--- src/hw/rtl/psbp_pkg.sv ---
`timescale 1ns / 1ps

package psbp_pkg;

    localparam int MODE_W      = 2;
    localparam int PDU_W       = 4;
    localparam int START_W     = 9;
    localparam int LEN_W       = 7;
    localparam int RAW_W       = 64;
    localparam int BIDX_W      = 6;
    localparam int BYTE_W      = 8;
    localparam int OFF_W       = 6;
    localparam int WORD_W      = 64;
    localparam int WIN_W       = 2 * WORD_W;
    localparam int S_TDATA_W   = 104;
    localparam int M_TDATA_W   = 72;
    localparam int S_TUSER_W   = MODE_W;
    localparam int M_TUSER_W   = 1;
    localparam int MAX_SIG_BITS = 64;
    localparam int BITS_PER_BYTE = 8;

    localparam logic [MODE_W-1:0] MODE_PACK    = 2'd0;
    localparam logic [MODE_W-1:0] MODE_UNPACK  = 2'd1;
    localparam logic [MODE_W-1:0] MODE_WR_BYTE = 2'd2;
    localparam logic [MODE_W-1:0] MODE_RD_BYTE = 2'd3;

    localparam logic [BYTE_W-1:0] BYTE_MASK = 8'hff;

    typedef struct packed {
        logic accept;
        logic clr_wr;
        logic rd_lo;
        logic rd_hi;
        logic calc;
        logic wr_lo;
        logic wr_hi;
        logic out_load;
    } t_cmd;

    typedef struct packed {
        logic clr_last;
        logic err;
        logic is_write;
        logic out_free;
    } t_stat;

endpackage

--- src/hw/rtl/psbp_ctrl.sv ---
`timescale 1ns / 1ps

module psbp_ctrl (
    input  logic            i_clk,
    input  logic            i_rst_n,
    input  logic            i_valid,
    input  psbp_pkg::t_stat i_stat,
    output logic            o_ready,
    output psbp_pkg::t_cmd  o_cmd
);

    import psbp_pkg::*;

    localparam logic [2:0] S_CLR  = 3'd0;
    localparam logic [2:0] S_IDLE = 3'd1;
    localparam logic [2:0] S_RD0  = 3'd2;
    localparam logic [2:0] S_RD1  = 3'd3;
    localparam logic [2:0] S_CALC = 3'd4;
    localparam logic [2:0] S_WR0  = 3'd5;
    localparam logic [2:0] S_WR1  = 3'd6;
    localparam logic [2:0] S_DONE = 3'd7;

    logic [2:0] r_state;
    logic [2:0] n_state;
    t_cmd       cmd;

    always_ff @(posedge i_clk) begin
        if (!i_rst_n) begin
            r_state <= S_CLR;
        end else begin
            r_state <= n_state;
        end
    end

    always_comb begin
        n_state = r_state;
        cmd     = '0;
        o_ready = 1'b0;
        case (r_state)
            S_CLR: begin
                cmd.clr_wr = 1'b1;
                if (i_stat.clr_last) begin
                    n_state = S_IDLE;
                end
            end
            S_IDLE: begin
                o_ready    = 1'b1;
                cmd.accept = i_valid;
                if (i_valid) begin
                    n_state = S_RD0;
                end
            end
            S_RD0: begin
                if (i_stat.err) begin
                    n_state = S_DONE;
                end else begin
                    cmd.rd_lo = 1'b1;
                    n_state   = S_RD1;
                end
            end
            S_RD1: begin
                cmd.rd_hi = 1'b1;
                n_state   = S_CALC;
            end
            S_CALC: begin
                cmd.calc = 1'b1;
                n_state  = i_stat.is_write ? S_WR0 : S_DONE;
            end
            S_WR0: begin
                cmd.wr_lo = 1'b1;
                n_state   = S_WR1;
            end
            S_WR1: begin
                cmd.wr_hi = 1'b1;
                n_state   = S_DONE;
            end
            S_DONE: begin
                if (i_stat.out_free) begin
                    cmd.out_load = 1'b1;
                    n_state      = S_IDLE;
                end
            end
            default: begin
                n_state = S_CLR;
            end
        endcase
    end

    assign o_cmd = cmd;

endmodule

--- config.mk ---
export PLATFORM = sky130hd
export DESIGN_NAME = psbp_ctrl
export DESIGN_NICKNAME = d
export VERILOG_FILES = /design/src/hw/rtl/psbp_pkg.sv /design/src/hw/rtl/psbp_ctrl.sv
export SDC_FILE = /design/constraint.sdc
export NUM_CORES = 1
export LEC_CHECK = 0
export ABC_AREA = 1
export BUFFER_PORTS_ARGS = -buffer_cell sky130_fd_sc_hd__buf_4
export CAP_MARGIN = 30
export CORE_AREA = 3 3 40 42
export CTS_CLUSTER_SIZE = 14
export DETAILED_ROUTE_END_ITERATION = 10
export DIE_AREA = 0 0 43 45
export PLACE_DENSITY = 0.42
export REMOVE_ABC_BUFFERS = 1
export SYNTH_ARGS = -nofsm -noshare
export SYNTH_HDL_FRONTEND = slang
export SYNTH_SLANG_ARGS = --single-unit
export TNS_END_PERCENT = 50
--- constraint.sdc ---
create_clock -name i_clk -period 2 [get_ports i_clk]
set_input_delay 0.2 -clock i_clk [delete_from_list [all_inputs] [get_ports i_clk]]
set_output_delay 0.2 -clock i_clk [all_outputs]
set_load 0.02 [all_outputs]
# [After elaboration in Yosys (flattened, before gate mapping)]
# Cells that the tools add are included.
[word_totals] regBits=3 inputBits=7
[op_classes] eq_ne=10 mux=17 n_reduce_logical=2
[op_table] cell="$pmux W3 S8" n=1
[op_table] cell="$eq A3 B3 Y1 const B" n=4
[op_table] cell="$mux W3" n=4
[op_table] cell="$mux W1" n=11
[op_table] cell="$eq A3 B2 Y1 const B" n=2
[op_table] cell="$ne A2 B2 Y1 const B" n=3
[op_table] cell="$eq A3 B1 Y1 const B" n=1
[op_table] cell="$logic_not A3 Y1" n=1
[op_table] cell="$reduce_and A3 Y1" n=1
[op_table] cell="$mux W2" n=1

# [Longest topological paths before layout]
# Gate-level depths: netlist of the first run.
[depth] ltp_word=3 depth_mapped=7

# [Worst setup path after synthesis of the first run]
# No wires, ideal clock.
[synth_timing] kind="register to output" from="reg r_state[2]" to="out o_cmd[0] (netlist name)" t_arrival_ns=0.988 required_time_ns=1.800 slack_ns=0.812 stages_incl_launch_ff=3 path_buffers=0 cell_sequence="dfxtp_1 > inv_2 > nor3_1"
[synth_rtl] item="start: declaration" line="psbp_ctrl.sv:23" rtl="logic [2:0] r_state;"
[synth_rtl] item="start signal: assignment" line="psbp_ctrl.sv:31" rtl="r_state <= n_state;"
[synth_rtl] item="end: declaration" line="psbp_ctrl.sv:9" rtl="output psbp_pkg::t_cmd o_cmd"

==> results of run 1 <==
-- through the flow --
| stage | utilization (%) | worst slack [ns] | power [W] | area, µm² | instances |
|---|---|---|---|---|---|
| final | 30.7 | 0.626 | 0.000601 | 394 | 77 |
| after global routing | 30.7 | 0.484 | 0.000665 | 394 | 77 |
| after CTS | 30.7 | 0.622 | 0.000608 | 394 | 77 |
| after detailed placement | 28.6 | 0.877 | 0.000498 | 368 | 73 |
| after global placement | 28.6 | 0.866 | 0.000503 | 368 | 73 |
| after floorplan | - | 0.791 | 0.000369 | 236 | 43 |
-- layer usage --
| layer | share of wire [%] | wire, µm | GRT usage, % | vias up |
|---|---|---|---|---|
| met5 | 0 | 0 | 0 | - |
| met2 | 39 | 266 | 10.2 | 13 |
| met3 | 12 | 79 | 4.78 | 0 |
| met4 | 0 | 0 | 3.61 | 0 |
| li1 | - | - | - | 170 |
| met1 | 49 | 331 | 9.64 | 138 |
-- logic make-up (layout without fill, tap and decap cells) --
kind of cell / after synthesis / count (layout) / share of synthesized area, %
buf+inv: 10 / 28 / 18.2
compound gates: 3 / 3 / 8.08
simple gates: 28 / 28 / 49.5
flops: 3 / 3 / 24.2
-- final timing paths --
check	from	endpoint	slack, ns	cells after the start
min	i_rst_n	r_state[2]$_SDFFE_PN0P_	0.16	3
max reg2reg	r_state[1]$_SDFFE_PN0P_	r_state[1]$_SDFFE_PN0P_	0.93	5
min reg2reg	r_state[0]$_SDFFE_PN0P_	r_state[2]$_SDFFE_PN0P_	0.67	4
max	r_state[1]$_SDFFE_PN0P_	o_cmd[0]	0.63	3
-- worst min-delay path, stage by stage --
cell and delay, ns:
buf_4 0.09, nand2_1 0.04, inv_1 0.04
-- where the power goes --
part	switching, W	leakage [nW]	internal, W	total, W
clock	0.0000304	0.0150	0.0000747	0.000105
sequential	0.0000493	0.0249	0.0000878	0.000137
combinational	0.000216	0.192	0.000143	0.000358
-- synthesized netlist by cell type --
master,count
a21boi_0,1
a21oi_1,1
buf_6,1
nand4_1,1
nand2_1,9
nor3_1,2
a21boi_1,1
inv_2,2
nor2_2,2
nand3_1,6
nor2_1,8
inv_1,7
dfxtp_1,3
-- area by class of cell --
type                            instances  area [µm²]  area share [%]
Multi-Input combinational cell         31         143            36.2
Tap cell                               15        18.8            4.76
Clock buffer                            4        26.3            6.67
Inverter                                9        33.8            8.57
Sequential cell                         3        60.1            15.2
Timing Repair Buffer                   15         113            28.6
==> impl_metrics.toml, run 1 <==
[synthesis]
synth_top_area_share_pct = 24.2
ys_seq_elements = 3
avgSynthCellArea_um2 = 5.63
synthCells = 44
synth_area_leaders = "dfxtp_1 (24%), nand2_1 (14%), nand3_1 (12%)"
netlist_area_um2 = 248
yosys_warnings = 0
synth_cell_types = 13
ys_seq_area_share_pct = 24.2
synth_largest_area_cell = "dfxtp_1"

[critical_path]
crit_buf_inv = 1
worst_path_max_delay_cell = "dfxtp_1"
crit_fanout = 8
path_class = "reg -> out"
cp_slowest_stage_delay_ns = 0.46
critPathCaptureType = "primary output"
start_kind = "flip-flop"
cpLargestDelayFamily = "flip-flops"
cp_cell_sequence = "nand2_1 > nor3_1 > buf_4"
crit_arrival_ns = 1.17
cp_data_required_time_ns = 1.80

[layout]
regMostFlops = "r_state"
mostFrequentLayoutCells = "buf_4 (15), nand2_1 (9), nor2_1 (8)"
fillers = 143
antennaDiodeCount = 0
final_net_count = 70
area_delta_synth_final_pct = 59.1
drive_above_1_share_pct = 35.5
largest_reg_flops = 3
final_common_cell = "buf_4"
reg_top3 = "r_state: 3 flops"

[cts]
postCtsHoldBufs = 0
ctsResizeCount = 0
insertion_delay_ns = 0.23
cts_inserted_buffers = 3
post_cts_buffers = 0
clk_pin_slew_ns = 0.04
clock-sinks = 3
htree_levels = 1
root_buffer = "clkbuf_4"
cts_buffer_depth = 2
cts_tree = "done"

[die]
core-area_mm2 = 0.00128
die_area_mm2 = 0.00194
start_util_pct = 19.3
ios = 16
fp.dieH_um = 45
dieWidth_um = 43
num_rows = 13

[global_routing]
grt_pass1_vias = 277
antenna_found_initial = 0
gr-total-overflow = 0
grt_usage_pct = 7.66
grt_pass1_wl_um = 1090
grt_start_max_net_pins = 9

[status]
status = "finished, final reports clean"

[power_and_ir_drop]
ir_drop_mv = 0.568
power.density_mw_per_mm2 = 1520
power.leakage_nw = 0.232

[sta]
worst_pin_slew_ns = 0.259
post-route-min-period_ns = 1.37
hold_ws_ns = 0.164
min_period_over_period_pct = 68.7
fin_setup_tns_ns = 0
finClkSkew_ns = 0.00444
slew_headroom_pct = 82.7
rsz0062_at_grt = "no"
max_freq_mhz = 728
hold_viol_final = 0
setup_viol = 0
slew_violations = 0

[min_path]
hold_class = "in -> reg"

[routing]
drt_iter0_markers = 8
drt-total-wl_um = 676
vias = 321
drc_errors = 0
final_antenna_net_count = 0
via_per_inst = 4.17
detail_route.first_pass.iterations = 4
routedWlPerCell_um = 8.78

[placement]
gp_congestion = 0.738
dp_hpwl_um = 539
portBuffers = 15

[job]
maxCapViolations = 0
Power figures use the tool's default switching activity.
==> inputs of run 2 (changes only) <==
ABC_AREA = 0   (was 1)
PLACE_DENSITY = 0.44   (was 0.42)
clock period = 1.2 ns   (was 2 ns; I/O delays follow)
==> run 2 against run 1 <==
  * Register-to-register slack lost 0.82 ns
  * Clock power up 66%
  * Final cell count decreased by 1.3%
==> impl_metrics.toml, run 2 <==
[job]
maxCapViolations = 0

[critical_path]
cp_slowest_stage_delay_ns = 0.36
crit_fanout = 7
path_class = "reg -> out"
cp_data_required_time_ns = 1.08
cpLargestDelayFamily = "flip-flops"
cp_cell_sequence = "buf_4 > and3_2 > buf_6"
start_kind = "flip-flop"
crit_buf_inv = 2
critPathCaptureType = "primary output"
crit_arrival_ns = 1.06
worst_path_max_delay_cell = "dfxtp_4"

[min_path]
hold_class = "in -> reg"

[status]
status = "finished, final reports clean"

[sta]
max_freq_mhz = 847
hold_viol_final = 0
slew_violations = 0
hold_ws_ns = 0.144
finClkSkew_ns = 0.00275
worst_slack_ns = 0.0192
setup_viol = 0
rsz0062_at_grt = "yes"
slew_headroom_pct = 83.7
min_period_over_period_pct = 98.4
post-route-min-period_ns = 1.18
worst_pin_slew_ns = 0.242

[cts]
htree_levels = 1
clock-sinks = 3
insertion_delay_ns = 0.23
clk_pin_slew_ns = 0.04
cts_buffer_depth = 2
root_buffer = "clkbuf_4"
cts_inserted_buffers = 3
cts_tree = "done"

[die]
dieWidth_um = 43
ios = 16
num_rows = 13
core-area_mm2 = 0.00128
die_area_mm2 = 0.00194
start_util_pct = 20.1
fp.dieH_um = 45

[power_and_ir_drop]
power.total_w = 0.000539
ir_drop_mv = 0.561
power.density_mw_per_mm2 = 1000
power.leakage_nw = 0.279

[placement]
pre_cts_ws_ns = 0.0569
portBuffers = 15
dp_cells = 66
dp_hpwl_um = 528
gp_congestion = 0.635

[routing]
via_per_inst = 4.38
routedWlPerCell_um = 10.0
vias = 333
detail_route.first_pass.iterations = 2
drt_iter0_markers = 3
drt-total-wl_um = 762
drc_errors = 0
final_antenna_net_count = 0

[synthesis]
synth_top_area_share_pct = 23.3
synthCells = 34
synth_area_leaders = "dfxtp_1 (23%), o211a_1 (12%), buf_4 (8.7%)"
yosys-top-cells-count = "nor2_1 (4), buf_4 (3), dfxtp_1 (3), nor3_1 (3), o211a_1 (3)"
synth_largest_area_cell = "dfxtp_1"
synth_ff_type = "dfxtp_1"
ys_seq_elements = 3
yosys_warnings = 0
synth_cell_types = 19
synth-edff-count = 0
avgSynthCellArea_um2 = 7.58
ys_seq_area_share_pct = 23.3
async_reset_ff_share_pct = 0
netlist_area_um2 = 258
yosysMostFrequentCell = "nor2_1"

[layout]
final_net_count = 69
antennaDiodeCount = 0
largest_reg_flops = 3
area_delta_synth_final_pct = 109
final_common_cell = "buf_4"
fin_cells = 76
reg_top3 = "r_state: 3 flops"
drive_above_1_share_pct = 70.5
regMostFlops = "r_state"
mostFrequentLayoutCells = "buf_4 (21), buf_6 (5)"
finish.utilization_pct = 41.9

[global_routing]
grt_pass1_wl_um = 1300
grt_start_max_net_pins = 10
gr-total-overflow = 0
grt_usage_pct = 8.90
grt_pass1_vias = 323
antenna_found_initial = 0
==> run 2: cell count changes in the layout (fill, tap and decap cells not counted), moves of 3 or more <==
| cell | change |
|---|---|
| dfxtp_4 | +3 |
| o211a_1 | +3 |
| dfxtp_1 | -3 |
| nor2_1 | -5 |
| nand3_1 | -5 |
| nand2_1 | -8 |
| inv_1 | -7 |
| buf_6 | +5 |
| buf_4 | +6 |
==> run 2: worst paths after layout <==
| check | from | endpoint | slack [ns] | cells past startpoint |
|---|---|---|---|---|
| setup / recovery | r_state[0]$_SDFFE_PN0P_ | o_cmd[4] | 0.02 | 3 |
| hold / removal | i_rst_n | r_state[0]$_SDFFE_PN0P_ | 0.14 | 2 |
| setup reg to reg | r_state[0]$_SDFFE_PN0P_ | r_state[2]$_SDFFE_PN0P_ | 0.11 | 4 |
| hold reg to reg | r_state[1]$_SDFFE_PN0P_ | r_state[2]$_SDFFE_PN0P_ | 0.67 | 3 |
==> run 2: cells by family (layout without fill, tap and decap cells) <==
kind of cell	count (synthesis)	in the layout	synth area share [%]
and+or+nand+nor	18	18	39.3
AOI/OAI and AO/OA	8	8	23.3
buffers and inverters	4	31	10.2
DFF	3	3	23.3
muxes	1	1	3.88
==> run 2: what timing repair did <==
action,CTS,global route
buffers inserted,4,2
gates resized for setup,11,9
endpoints found under the setup margin,8,9
hold buffers,0,0
pin swaps,0,3
==> run 2: layout make-up <==
class	count	area [µm²]
fill	136	747
timing repair buffer	26	214
multi-input combinational	27	204
sequential	3	71.3
clock buffer	4	26.3
tap	15	18.8
inverter	1	3.75
==> run 2: power by group <==
part           leakage (nW)  internal, W  switching [W]  total (W)
Combinational         0.237     0.000133      0.0000950   0.000228
Clock                0.0150     0.000124      0.0000494   0.000174
Sequential           0.0267     0.000112      0.0000254   0.000137
Total                 0.279     0.000369       0.000170   0.000539
==> run 2: stage by stage <==
step	instance area [µm²]	setup TNS, ns
floorplan	235	-0.167
global placement	404	0
detailed placement	404	0
CTS	492	-0.0549
global route	538	-0.214
finish	538	0
==> run 2: routing by layer <==
metal	vias to the layer above	track usage (%)	part of all wire, %
li1	177	-	-
met1	148	10.1	43
met2	8	15.9	52
met3	0	3.59	5.6
met4	0	1.81	0
met5	-	0	0
==> inputs of run 3 (changes only) <==
CTS_CLUSTER_DIAMETER = 200   (was unset)
PLACE_DENSITY = 0.42   (was 0.44)
TNS_END_PERCENT = 1   (was 50)
clock period = 1.1 ns   (was 1.2 ns; I/O delays follow)
==> run 3 against run 2 <==
  * The flow now finishes with violations (setup timing)
  * Die area unchanged
  * Clock-buffer cell count unchanged
  * Combinational power increased by 9.2%
  * Final cell count shrank 2.6%
  * Wire length grew 23%
  * Sequential cell count is the same
  * Critical endpoint is now o_cmd[2]
  * Largest power group unchanged
  * Highest routed layer unchanged
==> impl_metrics.toml, run 3 (same netlist as run 2, synthesis figures left out) <==
[min_path]
hold_class = "in -> reg"
holdPathStages = 2
worstHoldStart = "i_rst_n"
hold_end = "r_state[1]$_SDFFE_PN0P_"

[cts]
clock-sinks = 3
insertion_delay_ns = 0.23
cts_tree = "done"
cts_buffer_depth = 2
htree_levels = 1
cts_inserted_buffers = 3
root_buffer = "clkbuf_4"
clk_pin_slew_ns = 0.04
postCtsHoldBufs = 0

[die]
start_util_pct = 20.1
fp.dieH_um = 45
num_rows = 13
die_area_mm2 = 0.00194
core-area_mm2 = 0.00128
ios = 16
dieWidth_um = 43

[routing]
drt_iter0_markers = 1
drt-total-wl_um = 936
drc_errors = 0
vias = 350
routedWlPerCell_um = 12.6
final_antenna_net_count = 0
via_per_inst = 4.73
detail_route.first_pass.iterations = 3

[placement]
gp_congestion = 0.698
pre_cts_ws_ns = -0.0275
portBuffers = 15

[sta]
worst_slack_ns = -0.0635
min_period_over_period_pct = 106
slew_violations = 0
worst_pin_slew_ns = 0.188
post-route-min-period_ns = 1.16
slew_headroom_pct = 87.4
finClkSkew_ns = 0.00233
setup_viol = 9
rsz0062_at_grt = "yes"
max_freq_mhz = 859
hold_viol_final = 0
fin_setup_tns_ns = -0.363
hold_ws_ns = 0.140

[critical_path]
crit_buf_inv = 2
cp_slowest_stage_delay_ns = 0.36
critPathCaptureType = "primary output"
r2r-end = "r_state[2]$_SDFFE_PN0P_"
worst_path_max_delay_cell = "dfxtp_4"
r2r-start = "r_state[0]$_SDFFE_PN0P_"
r2r_cells = 4
start_kind = "flip-flop"
cp_cell_sequence = "buf_6 > nor3b_2 > buf_4"
cpLargestDelayFamily = "flip-flops"
cp_data_required_time_ns = 0.99
crit_fanout = 6
reg2reg_slack_ns = 0.01
path_class = "reg -> out"
crit_arrival_ns = 1.05

[global_routing]
grt_start_max_net_pins = 8
grt_pass1_vias = 375
antenna_found_initial = 0
grt_pass1_wl_um = 1560
grt_usage_pct = 10.9
gr-total-overflow = 0

[layout]
final_net_count = 67
largest_reg_flops = 3
fillers = 133
regMostFlops = "r_state"
drive_above_1_share_pct = 69.5
reg_top3 = "r_state: 3 flops"
final_common_cell = "buf_4"
mostFrequentLayoutCells = "buf_4 (18), buf_6 (5)"
antennaDiodeCount = 0
finish.utilization_pct = 41.0
area_delta_synth_final_pct = 104

[status]
violations = "setup timing"
status = "finished with violations"

[job]
maxCapViolations = 0

[power_and_ir_drop]
power.leakage_nw = 0.265
ir_drop_mv = 0.524
power.total_w = 0.000583
power.density_mw_per_mm2 = 1110
run 3: layout make-up:
| type | count | area (µm²) | share of cell area, % |
|---|---|---|---|
| Clock buffer | 4 | 26.3 | 4.99 |
| Multi-Input combinational cell | 27 | 210 | 39.9 |
| Timing Repair Buffer | 24 | 196 | 37.3 |
| Inverter | 1 | 3.75 | 0.713 |
| Tap cell | 15 | 18.8 | 3.56 |
| Sequential cell | 3 | 71.3 | 13.5 |
run 3: routing by layer:
layer | share of wire [%] | wire length (µm) | vias to the layer above | global-route usage, %
li1 | - | - | 173 | -
met1 | 32 | 298 | 169 | 9.83
met2 | 62 | 577 | 8 | 21.9
met3 | 6.4 | 60 | 0 | 1.59
met4 | 0 | 0 | 0 | 7.83
met5 | 0 | 0 | - | 0
run 3: worst max-delay path by stage:
stage                                 start                 endpoint  slack (ns)  cells after the start
finish              r_state[1]$_SDFFE_PN0P_                 o_cmd[2]       -0.06                      3
global route        r_state[2]$_SDFFE_PN0P_                 o_cmd[1]       -0.11                      4
CTS                 r_state[0]$_SDFFE_PN0P_                 o_cmd[6]       -0.06                      3
detailed placement  r_state[0]$_SDFFE_PN0P_                 o_cmd[2]       -0.03                      3
global placement    r_state[0]$_SDFFE_PN0P_  r_state[2]$_SDFFE_PN0P_        0.03                      3
floorplan           r_state[1]$_SDFFE_PN0P_                 o_cmd[5]       -0.24                      1
run 3: report_power, final:
| group | switching (W) | internal [W] |
|---|---|---|
| logic | 0.000112 | 0.000137 |
| clock network | 0.0000521 | 0.000136 |
| registers | 0.0000248 | 0.000122 |
run 3: repair_timing:
item,in CTS,in global routing
pin swaps,4,1
resized for setup,21,3
endpoints found under the setup margin,11,12
setup buffers,2,0
run 3: metrics by stage:
step	std cells	instance area (µm²)
CTS	74	523
global placement	68	419
global route	74	527
detailed placement	68	419
finish	74	527
floorplan	31	235
